### config.mk
export PLATFORM = sky130hd
export DESIGN_NAME = datetime_difference_seconds_top
export DESIGN_NICKNAME = d
export VERILOG_FILES = /design/src/rtl/dtd_pkg.sv /design/src/rtl/dtd_ctrl.sv /design/src/rtl/dtd_datapath.sv /design/src/rtl/datetime_difference_seconds_top.sv
export SDC_FILE = /design/constraint.sdc
export NUM_CORES = 1
export LEC_CHECK = 0
export BUFFER_PORTS_ARGS = -buffer_cell sky130_fd_sc_hd__buf_2
export CORE_UTILIZATION = 50
export CTS_CLUSTER_SIZE = 16
export DETAILED_ROUTE_END_ITERATION = 8
export PLACE_DENSITY_LB_ADDON = 0.15
export SYNTH_ARGS = -nofsm -noshare
export SYNTH_HDL_FRONTEND = slang
export SYNTH_SLANG_ARGS = --single-unit
export TNS_END_PERCENT = 30
### constraint.sdc
create_clock -name clk -period 9.5 [get_ports clk]
set_clock_uncertainty 0.15 [all_clocks]
set_input_delay 0.95 -clock clk [delete_from_list [all_inputs] [get_ports clk]]
set_output_delay 0.95 -clock clk [all_outputs]
set_load 0.005 [all_outputs]
### src/rtl/dtd_pkg.sv
// Shared types, constants and calendar helpers for the date-time difference block.
// Used by dtd_ctrl, dtd_datapath and the top level; depends on nothing.
package dtd_pkg;

  localparam int unsigned YearW   = 14;
  localparam int unsigned MonthW  = 4;
  localparam int unsigned DayW    = 5;
  localparam int unsigned HourW   = 5;
  localparam int unsigned MinW    = 6;
  localparam int unsigned SecW    = 6;
  localparam int unsigned DurW    = 40;

  localparam int unsigned MulAW   = 25;
  localparam int unsigned MulBW   = 18;

  localparam int unsigned Recip100   = 5243;
  localparam int unsigned RecipShift = 19;
  localparam int unsigned QuotW      = 8;

  localparam int unsigned SecPerDay  = 86400;
  localparam int unsigned SecPerHour = 3600;
  localparam int unsigned SecPerMin  = 60;
  localparam int unsigned DaysPerYear = 365;

  localparam logic [MonthW-1:0] LastMonth = 4'd12;

  typedef struct packed {
    logic [YearW-1:0]  from_year;
    logic [MonthW-1:0] from_month;
    logic [DayW-1:0]   from_day;
    logic [HourW-1:0]  from_hour;
    logic [MinW-1:0]   from_minute;
    logic [SecW-1:0]   from_second;
    logic [YearW-1:0]  to_year;
    logic [MonthW-1:0] to_month;
    logic [DayW-1:0]   to_day;
    logic [HourW-1:0]  to_hour;
    logic [MinW-1:0]   to_minute;
    logic [SecW-1:0]   to_second;
  } dtd_item_t;

  typedef enum logic [2:0] {
    MUL_HOLD,
    MUL_Q_YEAR,
    MUL_Q_PREV,
    MUL_YEARS,
    MUL_DAY,
    MUL_HOUR,
    MUL_MIN
  } mul_sel_t;

  typedef enum logic [2:0] {
    ADD_MONTH,
    ADD_LEAP_PREV,
    ADD_LEAP_START,
    ADD_PROD,
    ADD_DAY_DIFF,
    ADD_SEC_DIFF
  } add_sel_t;

  typedef enum logic [1:0] {
    ACC_HOLD,
    ACC_CLEAR,
    ACC_ADD,
    ACC_LOAD
  } acc_op_t;

  typedef struct packed {
    mul_sel_t mul;
    add_sel_t add;
    acc_op_t  acc;
    logic     use_end;
    logic     month_init;
    logic     month_step;
    logic     leap_latch;
  } dtd_cmd_t;

  typedef struct packed {
    logic walk_done;
    logic in_order;
    logic later_year;
    logic gap_years;
  } dtd_status_t;

  function automatic logic [DayW-1:0] month_days(input logic [MonthW-1:0] m,
                                                 input logic leap);
    logic [DayW-1:0] d;
    d = '0;
    case (m) inside
      4'd1, 4'd3, 4'd5, 4'd7, 4'd8, 4'd10, 4'd12: d = 5'd31;
      4'd4, 4'd6, 4'd9, 4'd11:                    d = 5'd30;
      4'd2:                                       d = leap ? 5'd29 : 5'd28;
      default:                                    d = '0;
    endcase
    return d;
  endfunction

endpackage

### src/rtl/dtd_ctrl.sv
// Sequencer for the date-time difference block: steps the shared datapath
// through the month walk, leap-year count and seconds scaling. Uses dtd_pkg.
module dtd_ctrl import dtd_pkg::*; (
  input  logic        clk,
  input  logic        rst,
  input  logic        go,
  input  logic        out_free,
  input  dtd_status_t status,
  output dtd_cmd_t    cmd,
  output logic        busy,
  output logic        finish
);

  typedef enum logic [4:0] {
    S_IDLE,
    S_INIT,
    S_LEAP_S,
    S_WALK_S,
    S_Q_END,
    S_LEAP_E,
    S_WALK_E,
    S_Q_PREV,
    S_LEAP_P,
    S_LEAP_SY,
    S_ADD_Y,
    S_DAYS,
    S_MUL_DAY,
    S_LOAD_DAY,
    S_ADD_HR,
    S_ADD_MIN,
    S_ADD_SEC,
    S_DONE
  } state_t;

  state_t state, state_next;

  always_ff @(posedge clk) begin
    if (rst) begin
      state <= S_IDLE;
    end else begin
      state <= state_next;
    end
  end

  always_comb begin
    state_next     = state;
    cmd            = '0;
    cmd.mul        = MUL_HOLD;
    cmd.add        = ADD_MONTH;
    cmd.acc        = ACC_HOLD;
    finish         = 1'b0;
    case (state)
      S_IDLE: begin
        if (go) state_next = S_INIT;
      end
      S_INIT: begin
        cmd.acc        = ACC_CLEAR;
        cmd.mul        = MUL_Q_YEAR;
        cmd.month_init = 1'b1;
        state_next     = S_LEAP_S;
      end
      S_LEAP_S: begin
        cmd.leap_latch = 1'b1;
        state_next     = status.in_order ? S_WALK_S : S_DAYS;
      end
      S_WALK_S: begin
        if (status.walk_done) begin
          state_next = status.later_year ? S_Q_END : S_DAYS;
        end else begin
          cmd.acc        = ACC_ADD;
          cmd.add        = ADD_MONTH;
          cmd.month_step = 1'b1;
        end
      end
      S_Q_END: begin
        cmd.use_end    = 1'b1;
        cmd.mul        = MUL_Q_YEAR;
        cmd.month_init = 1'b1;
        state_next     = S_LEAP_E;
      end
      S_LEAP_E: begin
        cmd.use_end    = 1'b1;
        cmd.leap_latch = 1'b1;
        state_next     = S_WALK_E;
      end
      S_WALK_E: begin
        cmd.use_end = 1'b1;
        if (status.walk_done) begin
          state_next = status.gap_years ? S_Q_PREV : S_DAYS;
        end else begin
          cmd.acc        = ACC_ADD;
          cmd.add        = ADD_MONTH;
          cmd.month_step = 1'b1;
        end
      end
      S_Q_PREV: begin
        cmd.mul    = MUL_Q_PREV;
        state_next = S_LEAP_P;
      end
      S_LEAP_P: begin
        cmd.acc    = ACC_ADD;
        cmd.add    = ADD_LEAP_PREV;
        cmd.mul    = MUL_Q_YEAR;
        state_next = S_LEAP_SY;
      end
      S_LEAP_SY: begin
        cmd.acc    = ACC_ADD;
        cmd.add    = ADD_LEAP_START;
        cmd.mul    = MUL_YEARS;
        state_next = S_ADD_Y;
      end
      S_ADD_Y: begin
        cmd.acc    = ACC_ADD;
        cmd.add    = ADD_PROD;
        state_next = S_DAYS;
      end
      S_DAYS: begin
        cmd.acc    = ACC_ADD;
        cmd.add    = ADD_DAY_DIFF;
        state_next = S_MUL_DAY;
      end
      S_MUL_DAY: begin
        cmd.mul    = MUL_DAY;
        state_next = S_LOAD_DAY;
      end
      S_LOAD_DAY: begin
        cmd.acc    = ACC_LOAD;
        cmd.mul    = MUL_HOUR;
        state_next = S_ADD_HR;
      end
      S_ADD_HR: begin
        cmd.acc    = ACC_ADD;
        cmd.add    = ADD_PROD;
        cmd.mul    = MUL_MIN;
        state_next = S_ADD_MIN;
      end
      S_ADD_MIN: begin
        cmd.acc    = ACC_ADD;
        cmd.add    = ADD_PROD;
        state_next = S_ADD_SEC;
      end
      S_ADD_SEC: begin
        cmd.acc    = ACC_ADD;
        cmd.add    = ADD_SEC_DIFF;
        state_next = S_DONE;
      end
      S_DONE: begin
        if (out_free) begin
          finish     = 1'b1;
          state_next = S_IDLE;
        end
      end
      default: state_next = S_IDLE;
    endcase
  end

  assign busy = (state != S_IDLE);

endmodule

### src/rtl/dtd_datapath.sv
// Shared arithmetic for the date-time difference block: one multiplier with a
// product register, one accumulator adder, month counter and leap flag. Uses dtd_pkg.
module dtd_datapath import dtd_pkg::*; (
  input  logic                   clk,
  input  dtd_item_t              item,
  input  dtd_cmd_t               cmd,
  output dtd_status_t            status,
  output logic signed [DurW-1:0] acc
);

  logic        [MonthW-1:0]    month;
  logic                        leap;
  logic signed [DurW-1:0]      prod;

  logic        [YearW-1:0]     year_sel;
  logic        [YearW-1:0]     prev_year;
  logic        [QuotW-1:0]     quot;
  logic        [YearW-1:0]     quot_x100;
  logic        [YearW-1:0]     leap_base;
  logic        [YearW-1:0]     leap_count;
  logic                        has_stop;
  logic signed [MulAW-1:0]     mul_a;
  logic signed [MulBW-1:0]     mul_b;
  logic signed [MulAW+MulBW-1:0] mul_p;
  logic signed [DayW:0]        day_diff;
  logic signed [HourW:0]       hour_diff;
  logic signed [MinW:0]        min_diff;
  logic signed [SecW:0]        sec_diff;
  logic signed [DurW-1:0]      addend;

  assign year_sel  = cmd.use_end ? item.to_year : item.from_year;
  assign prev_year = item.to_year - YearW'(1);
  assign quot      = prod[RecipShift +: QuotW];
  assign quot_x100 = YearW'(quot) * YearW'(100);

  assign leap_base  = (cmd.add == ADD_LEAP_PREV) ? prev_year : item.from_year;
  assign leap_count = (leap_base >> 2) - YearW'(quot) + YearW'(quot >> 2);

  assign day_diff  = $signed({1'b0, item.to_day})    - $signed({1'b0, item.from_day});
  assign hour_diff = $signed({1'b0, item.to_hour})   - $signed({1'b0, item.from_hour});
  assign min_diff  = $signed({1'b0, item.to_minute}) - $signed({1'b0, item.from_minute});
  assign sec_diff  = $signed({1'b0, item.to_second}) - $signed({1'b0, item.from_second});

  assign has_stop = cmd.use_end || (item.from_year == item.to_year);

  assign status.walk_done  = (month > LastMonth) || (has_stop && (month == item.to_month));
  assign status.in_order   = (item.from_year <= item.to_year);
  assign status.later_year = (item.to_year > item.from_year);
  assign status.gap_years  = ((YearW + 1)'(item.from_year) + (YearW + 1)'(1))
                             < (YearW + 1)'(item.to_year);

  always_comb begin
    mul_a = '0;
    mul_b = '0;
    case (cmd.mul)
      MUL_Q_YEAR: begin
        mul_a = $signed(MulAW'(year_sel));
        mul_b = MulBW'(Recip100);
      end
      MUL_Q_PREV: begin
        mul_a = $signed(MulAW'(prev_year));
        mul_b = MulBW'(Recip100);
      end
      MUL_YEARS: begin
        mul_a = $signed(MulAW'(item.to_year - item.from_year - YearW'(1)));
        mul_b = MulBW'(DaysPerYear);
      end
      MUL_DAY: begin
        mul_a = acc[MulAW-1:0];
        mul_b = MulBW'(SecPerDay);
      end
      MUL_HOUR: begin
        mul_a = MulAW'(hour_diff);
        mul_b = MulBW'(SecPerHour);
      end
      MUL_MIN: begin
        mul_a = MulAW'(min_diff);
        mul_b = MulBW'(SecPerMin);
      end
      default: begin
        mul_a = '0;
        mul_b = '0;
      end
    endcase
  end

  assign mul_p = mul_a * mul_b;

  always_comb begin
    case (cmd.add)
      ADD_MONTH:      addend = $signed(DurW'(month_days(month, leap)));
      ADD_LEAP_PREV:  addend = $signed(DurW'(leap_count));
      ADD_LEAP_START: addend = -$signed(DurW'(leap_count));
      ADD_PROD:       addend = prod;
      ADD_DAY_DIFF:   addend = DurW'(day_diff);
      ADD_SEC_DIFF:   addend = DurW'(sec_diff);
      default:        addend = '0;
    endcase
  end

  always_ff @(posedge clk) begin
    if (cmd.mul != MUL_HOLD) begin
      prod <= DurW'(mul_p);
    end
    case (cmd.acc)
      ACC_CLEAR: acc <= '0;
      ACC_ADD:   acc <= acc + addend;
      ACC_LOAD:  acc <= prod;
      default:   acc <= acc;
    endcase
    if (cmd.month_init) begin
      month <= cmd.use_end ? MonthW'(1) : item.from_month;
    end else if (cmd.month_step) begin
      month <= month + MonthW'(1);
    end
    if (cmd.leap_latch) begin
      leap <= (year_sel[1:0] == 2'b00) &&
              ((quot_x100 != year_sel) || (quot[1:0] == 2'b00));
    end
  end

endmodule

### src/rtl/datetime_difference_seconds_top.sv
// Top level of the date-time difference block: input and output registers,
// handshakes, and the sequencer and datapath instances. Uses dtd_pkg.
//
// Usage: present a start and an end date-time on the input channel with
// in_valid; the item transfers at a rising edge with in_valid high and
// in_stall low. The block then raises in_stall while it works on the item.
// The signed duration in seconds appears on duration_seconds with out_valid
// and transfers at an edge with out_valid high and out_stall low.
// Output comes soonest when the end year is before the start year, latest
// when both first and last year are walked in full. The month walk adds
// one month per cycle through the shared accumulator; whole years between
// are counted with the shared multiplier via the previous-year quotient,
// leap counts and year product. One item is in flight at a time; the next
// input transfer can happen the cycle after the result is loaded.
// A finished result waits in the output register while the receiver stalls;
// the block holds its last step until that register is free.
// Reset clears the sequencer and out_valid; in_stall is low after reset.
module datetime_difference_seconds_top import dtd_pkg::*; (
  input  logic                   clk,
  input  logic                   rst,
  input  logic                   in_valid,
  output logic                   in_stall,
  input  logic [YearW-1:0]       from_year,
  input  logic [MonthW-1:0]      from_month,
  input  logic [DayW-1:0]        from_day,
  input  logic [HourW-1:0]       from_hour,
  input  logic [MinW-1:0]        from_minute,
  input  logic [SecW-1:0]        from_second,
  input  logic [YearW-1:0]       to_year,
  input  logic [MonthW-1:0]      to_month,
  input  logic [DayW-1:0]        to_day,
  input  logic [HourW-1:0]       to_hour,
  input  logic [MinW-1:0]        to_minute,
  input  logic [SecW-1:0]        to_second,
  output logic                   out_valid,
  input  logic                   out_stall,
  output logic signed [DurW-1:0] duration_seconds
);

  dtd_item_t              item;
  dtd_cmd_t               cmd;
  dtd_status_t            status;
  logic signed [DurW-1:0] acc;
  logic                   busy;
  logic                   finish;
  logic                   in_xfer;
  logic                   out_free;

  assign in_stall = busy;
  assign in_xfer  = in_valid && !in_stall;
  assign out_free = !out_valid || !out_stall;

  always_ff @(posedge clk) begin
    if (in_xfer) begin
      item <= '{from_year, from_month, from_day, from_hour, from_minute,
                from_second, to_year, to_month, to_day, to_hour,
                to_minute, to_second};
    end
    if (finish) begin
      duration_seconds <= acc;
    end
  end

  always_ff @(posedge clk) begin
    if (rst) begin
      out_valid <= 1'b0;
    end else if (finish) begin
      out_valid <= 1'b1;
    end else if (!out_stall) begin
      out_valid <= 1'b0;
    end
  end

  dtd_ctrl u_ctrl (
    .clk      (clk),
    .rst      (rst),
    .go       (in_xfer),
    .out_free (out_free),
    .status   (status),
    .cmd      (cmd),
    .busy     (busy),
    .finish   (finish)
  );

  dtd_datapath u_datapath (
    .clk    (clk),
    .item   (item),
    .cmd    (cmd),
    .status (status),
    .acc    (acc)
  );

endmodule

# Word-level counts from Yosys, hierarchy flattened
# Cells that the tools add are included.
[classes]
reduce_logical = 29
n_div = 0
bitwise_logic = 0
shifts = 0
mul = 2
n_lt_le_gt_ge = 4
n_mux = 34
n_addsub = 13
n_eq_ne = 51
[ops]
columns = ["operator", "n"]
rows = [
  ["case mux 40 bit (6 select lines)", 1],
  ["case mux 25 bit (6 select lines)", 1],
  ["case mux 40 bit (3 select lines)", 1],
  ["case mux 5 bit (18 select lines)", 1],
  ["case mux 17 bit (5 select lines)", 1],
  ["adder 40 bit", 1],
  ["== test 5 x 4 -> 1 bit, second input constant", 8],
  ["multiplier 25 x 18 -> 40 bit", 1],
  ["negation 14 -> 40 bit", 1],
  ["case mux 3 bit (6 select lines)", 2],
  ["2-to-1 mux 5 bit", 7],
  ["2-to-1 mux 14 bit", 2],
  ["subtractor 25 x 1 -> 25 bit, second input constant", 1],
  ["2-to-1 mux 4 bit", 6],
  ["== test 4 bit, second input constant", 5],
  ["== test 5 x 3 -> 1 bit, second input constant", 4],
  ["== test 4 x 3 -> 1 bit, second input constant", 4],
  ["adder 14 x 1 -> 15 bit, second input constant", 1],
  ["== test 3 bit, second input constant", 5],
  ["< comparator 15 x 14 -> 1 bit", 1],
  ["subtractor 14 x 14 -> 15 bit", 1],
  ["adder 14 x 6 -> 14 bit", 1],
  ["== test 14 bit", 1],
  ["> comparator 14 bit", 1],
  ["38 further kinds", 75],
]
[word_totals]
regBits = 211
mem_count = 0
ramBits = 0
out_inout_bits = 42
latch_bits = 0
romBits = 0
in_bits = 84

# Logic depth before layout (Yosys ltp)
[depth]
word_depth = 11
depth_mapped = 40

# By module
# A second synthesis with hierarchy kept.
[unflattened]
cells_unflattened = 3030
area_unflattened_um2 = 28464.8
[modules_own_cells]
columns = ["mod", "cells_per_inst", "seq_area_each_um2", "instances", "area_each_um2"]
rows = [
  ["dtd_datapath", 2811, 2552.4, 1, 24209.5],
  ["datetime_difference_seconds_top", 125, 3623.5, 1, 3642.2],
  ["dtd_ctrl", 94, 100.1, 1, 613.1],
]

# Least setup slack after synthesis
# No wires, ideal clock.
[synth_path]
path_kind = "reg-to-reg"
start = "register, netlist name item[26]"
end = "register u_datapath.prod[36] (data pin)"
t_arrival_ps = 9228
path_slack_ps = -141
stages_incl_launch_ff = 35
cell_sequence = "edfxtp_1 inv_1 ha_1 inv_1 fa_1 a21o_1 a21oi_1 o21bai_1 a2111oi_0 nor2_1 xnor2_1 or3_1 nand4bb_1 a21o_1 buf_2 a31oi_1 fa_1 fa_1 inv_1 fa_1 inv_1 fa_1 fa_1 fa_1 ha_1 a21o_1 a21o_1 a21o_1 a221o_1 a31oi_1 o21ai_0 a21o_1 a41oi_1 a21oi_1 xor2_1"
[synth_between]
elab_chain_cells = 4
word_cells_on_any_way = 6
classes_between = "3 x add/sub; 1 x mul; 2 x mux"
[synth_lines]
columns = ["item", "line", "rtl"]
rows = [
  ["subtractor 14 x 14 -> 15 bit", "dtd_datapath.sv:65", "mul_a = $signed(MulAW'(item.to_year - item.from_year - YearW'(1)));"],
  ["subtractor 25 x 1 -> 25 bit", "dtd_datapath.sv:65", ""],
  ["case mux 25 bit (6 select lines) (*)", "dtd_datapath.sv:55", "case (cmd.mul)"],
  ["multiplier 25 x 18 -> 40 bit (*)", "dtd_datapath.sv:87", "assign mul_p = mul_a * mul_b;"],
  ["named net u_datapath.mul_p[36]", "dtd_datapath.sv:24", "logic signed [MulAW+MulBW-1:0] mul_p;"],
  ["end signal, assigned", "dtd_datapath.sv:103", "prod <= DurW'(mul_p);"],
  ["end, declared", "dtd_datapath.sv:13", "logic signed [DurW-1:0] prod;"],
]
# Mark *: on every way through the listed nets, which the timed path passes. The rest lies on a longest branch.
# A chain may end at the register's enable or synchronous reset.

# Worst setup path in the final report
[layout_path]
start = "register, netlist name item[26]"
end = "register u_datapath.prod[39] (data pin)"
[layout_between]
elab_chain_cells = 4
word_cells_on_any_way = 6
classes_between = "3 x add/sub; 1 x mul; 2 x mux"
[layout_lines]
columns = ["item", "line"]
rows = [
  ["subtractor 14 x 14 -> 15 bit", "dtd_datapath.sv:65"],
  ["subtractor 25 x 1 -> 25 bit", "dtd_datapath.sv:65"],
  ["case mux 25 bit (6 select lines) (*)", "dtd_datapath.sv:55"],
  ["multiplier 25 x 18 -> 40 bit (*)", "dtd_datapath.sv:87"],
  ["named net u_datapath.mul_p[39]", "dtd_datapath.sv:24"],
]
# Marked as above.

==> flow_metrics.env <==
export IMPL_outcome="finished clean"
export IMPL_ant_nets=0
export IMPL_htreeDepth=1
export IMPL_yosys_warnings=0
export IMPL_fin_crit_ns=9.18
export IMPL_cts_sinks=211
export IMPL_p_per_area_mw_per_mm2=330
export IMPL_viasPerCell=5.66
export IMPL_grt_antenna_before_repair=1
export IMPL_place_hpwl_mm=72.0
export IMPL_arrival_ns=9.32
export IMPL_fin_ws_ns=0.317
export IMPL_leakage_nw=15.8
export IMPL_cts_tree="built"
export IMPL_yosys_cell_types_count=93
export IMPL_synth_top_area_frac=0.255
export IMPL_grt_max_degree=81
export IMPL_p_clk_frac=0.094
export IMPL_core_mm2=0.0552
export IMPL_fp_row_count=86
export IMPL_final_max_slew_viol_count=0
export IMPL_ios=126
export IMPL_synthArstFlopShare=0
export IMPL_nNetsFinal=3867
export IMPL_overflow=0
export IMPL_synth_top_cell_by_area="fa_1"
export IMPL_final_core_utilization=0.573
export IMPL_insertion_delay_ns=0.58
export IMPL_required_ns=9.63
export IMPL_yosysSeqAreaShare=0.225
export IMPL_rsz0062_at_grt="yes"
export IMPL_synth_edff_count=205
export IMPL_cp_end_kind="register"
export IMPL_clockBufferDepth=3
export IMPL_switching_share=0.499
export IMPL_port_buffers=125
export IMPL_grt_pass1_vias=22400
export IMPL_gp_congestion=0.990
export IMPL_power_total_w=0.0104
export IMPL_clkTransAtPathRegs_ns=0.06
export IMPL_avgSynthCellArea_um2=9.59
export IMPL_wirelength_mm=85.2
export IMPL_vias=22300
export IMPL_wl_per_cell_um=21.7
export IMPL_die_h_um=238
export IMPL_synthTopCellsByArea="fa_1 26%, edfxtp_1 22%, ha_1 12%, inv_1 7.7%, xnor2_1 3.9%"
export IMPL_final_cell_mix="570 x inv_1, 353 x fa_1, 260 x ha_1, 218 x nand2_1, 205 x edfxtp_1"
export IMPL_vdd_drop_max_v=0.000267
export IMPL_crit_buf_inv=9
export IMPL_critPathTopFamily="adder cells"
export IMPL_drc=0
export IMPL_final_common_cell="inv_1"
export IMPL_setup_viol=0
export IMPL_slowest_delay_ns=0.53
export IMPL_power_frac_comb=0.723
export IMPL_regArea_mm2=0.00628
export IMPL_multi_input_area_mm2=0.0196
export IMPL_synth_ff_type="edfxtp_1"
export IMPL_cap_violations=0
export IMPL_syn_area_mm2=0.0279
export IMPL_seq_power_share=0.182
export IMPL_cts_inserted_buffers=26
export IMPL_grt_pass1_wl_mm=131
export IMPL_max_freq_mhz=109
export IMPL_p_switching_w=0.00521
export IMPL_final_cell_count_no_fill=3933
export IMPL_critPathKind="register to register"
export IMPL_layout_drive_gt1_share=0.130
export IMPL_synthToLayoutAreaGrowth_pct=13.3
export IMPL_firstDrtPassIters=6
export IMPL_critPathLaunchType="register"
export IMPL_tns_ns=0
export IMPL_grtUsageTotal=0.305
export IMPL_post_place_ws_ns=-0.0744
export IMPL_initial_core_util=0.506
export IMPL_dp_cells=3880
export IMPL_intPower_w=0.00523
export IMPL_hold_viol=0
export IMPL_max_slew_margin=0.219
export IMPL_syn_instance_count=2913
export IMPL_fillers=4928
export IMPL_hold_path_class="register to register"
export IMPL_tightest_slew_ns=1.17
export IMPL_critPathSlowestCell="fa_1"
export IMPL_fp_dieW_um=238
export IMPL_drt_iter0_drc=1790
export IMPL_critPathMaxFanout=13
export IMPL_floorplan_die_area_mm2=0.0568
export IMPL_fin_crit_sh=0.967
export IMPL_root_buffer="clkbuf_16"
export IMPL_synth_seq_cells=211
-- per-layer routing --
metal  track usage  routed length [µm]
met1         0.446               39000
met2         0.473               37300
met3        0.0501                6890
met4        0.0697                1950
met5             0                   0
-- sequential cells by signal, indices dropped and copies added, names as in the netlist --
signal	flops
u_datapath.prod	40
duration_seconds	40
out_valid	1
u_ctrl.state	5
item	80
u_datapath.month	4
u_datapath.leap	1
u_datapath.acc	40
-- layout make-up --
class	count	share of cell area
well taps	748	0.0296
clock inverters	20	0.00605
multi-input cells	2067	0.619
flip-flops and latches	211	0.198
diodes	1	0.0000791
clock buffers	26	0.0206
inverters	573	0.0679
repair buffers	287	0.0587
-- path summary, 6_finish.rpt --
check	from	endpoint	slack, ns	cells past startpoint
setup reg to reg	item[26]	u_datapath.prod[39]	0.32	38
hold / removal	u_datapath.acc[27]	duration_seconds[27]	0.31	0
setup / recovery	item[26]	u_datapath.prod[39]	0.32	38
hold reg to reg	u_datapath.acc[27]	duration_seconds[27]	0.31	0
-- power groups by stage --
stage | clock, W | sequential [W] | combinational (W)
floorplan | 0 | 0.00174 | 0.00527
global placement | 0 | 0.00190 | 0.00724
detailed placement | 0 | 0.00191 | 0.00735
CTS | 0.00100 | 0.00190 | 0.00744
global route | 0.00103 | 0.00193 | 0.00843
finish | 0.000985 | 0.00190 | 0.00755
-- Yosys cell counts, drive strengths merged, types with 15 or more instances --
library cell and instances:
inv 571, fa 356, ha 261, nand2 219, edfxtp 205, nor2 154, a21oi 132, xnor2 123
o21ai 118, a21o 92, clkbuf 60, nor3 47, xor2 42, and2 37, nand3 36, a22o 35
nor2b 32, o21a 32, nand2b 27, a31oi 26, or3 21, nand4 19, o21bai 19, o31ai 17
o211ai 16, or2 16, and3 15
-- logic make-up after synthesis --
logic type	after synthesis	share of synthesized area
mux	5	0.00179
flops	211	0.225
xor+xnor	166	0.0525
other cells	2	0.000269
buf+inv	645	0.0872
compound gates	601	0.144
simple gates	666	0.117
fa+ha+maj	617	0.372
-- per-stage QoR --
stage | hold slack [ns] | cell area (µm²)
finish | 0.309 | 31700
global route | 0.329 | 31700
CTS | 0.315 | 31400
detailed placement | 0.301 | 30500
global placement | 0.297 | 30500
floorplan | 0.283 | 28000
-- what timing repair did --
item                       CTS  global route
hold buffers                 0             0
setup endpoints to repair    4            26
setup buffers                0             6
gates resized for setup      8            50
gates cloned                 0             0
pin swaps                    0            15
(Power assumes the default switching activity.)
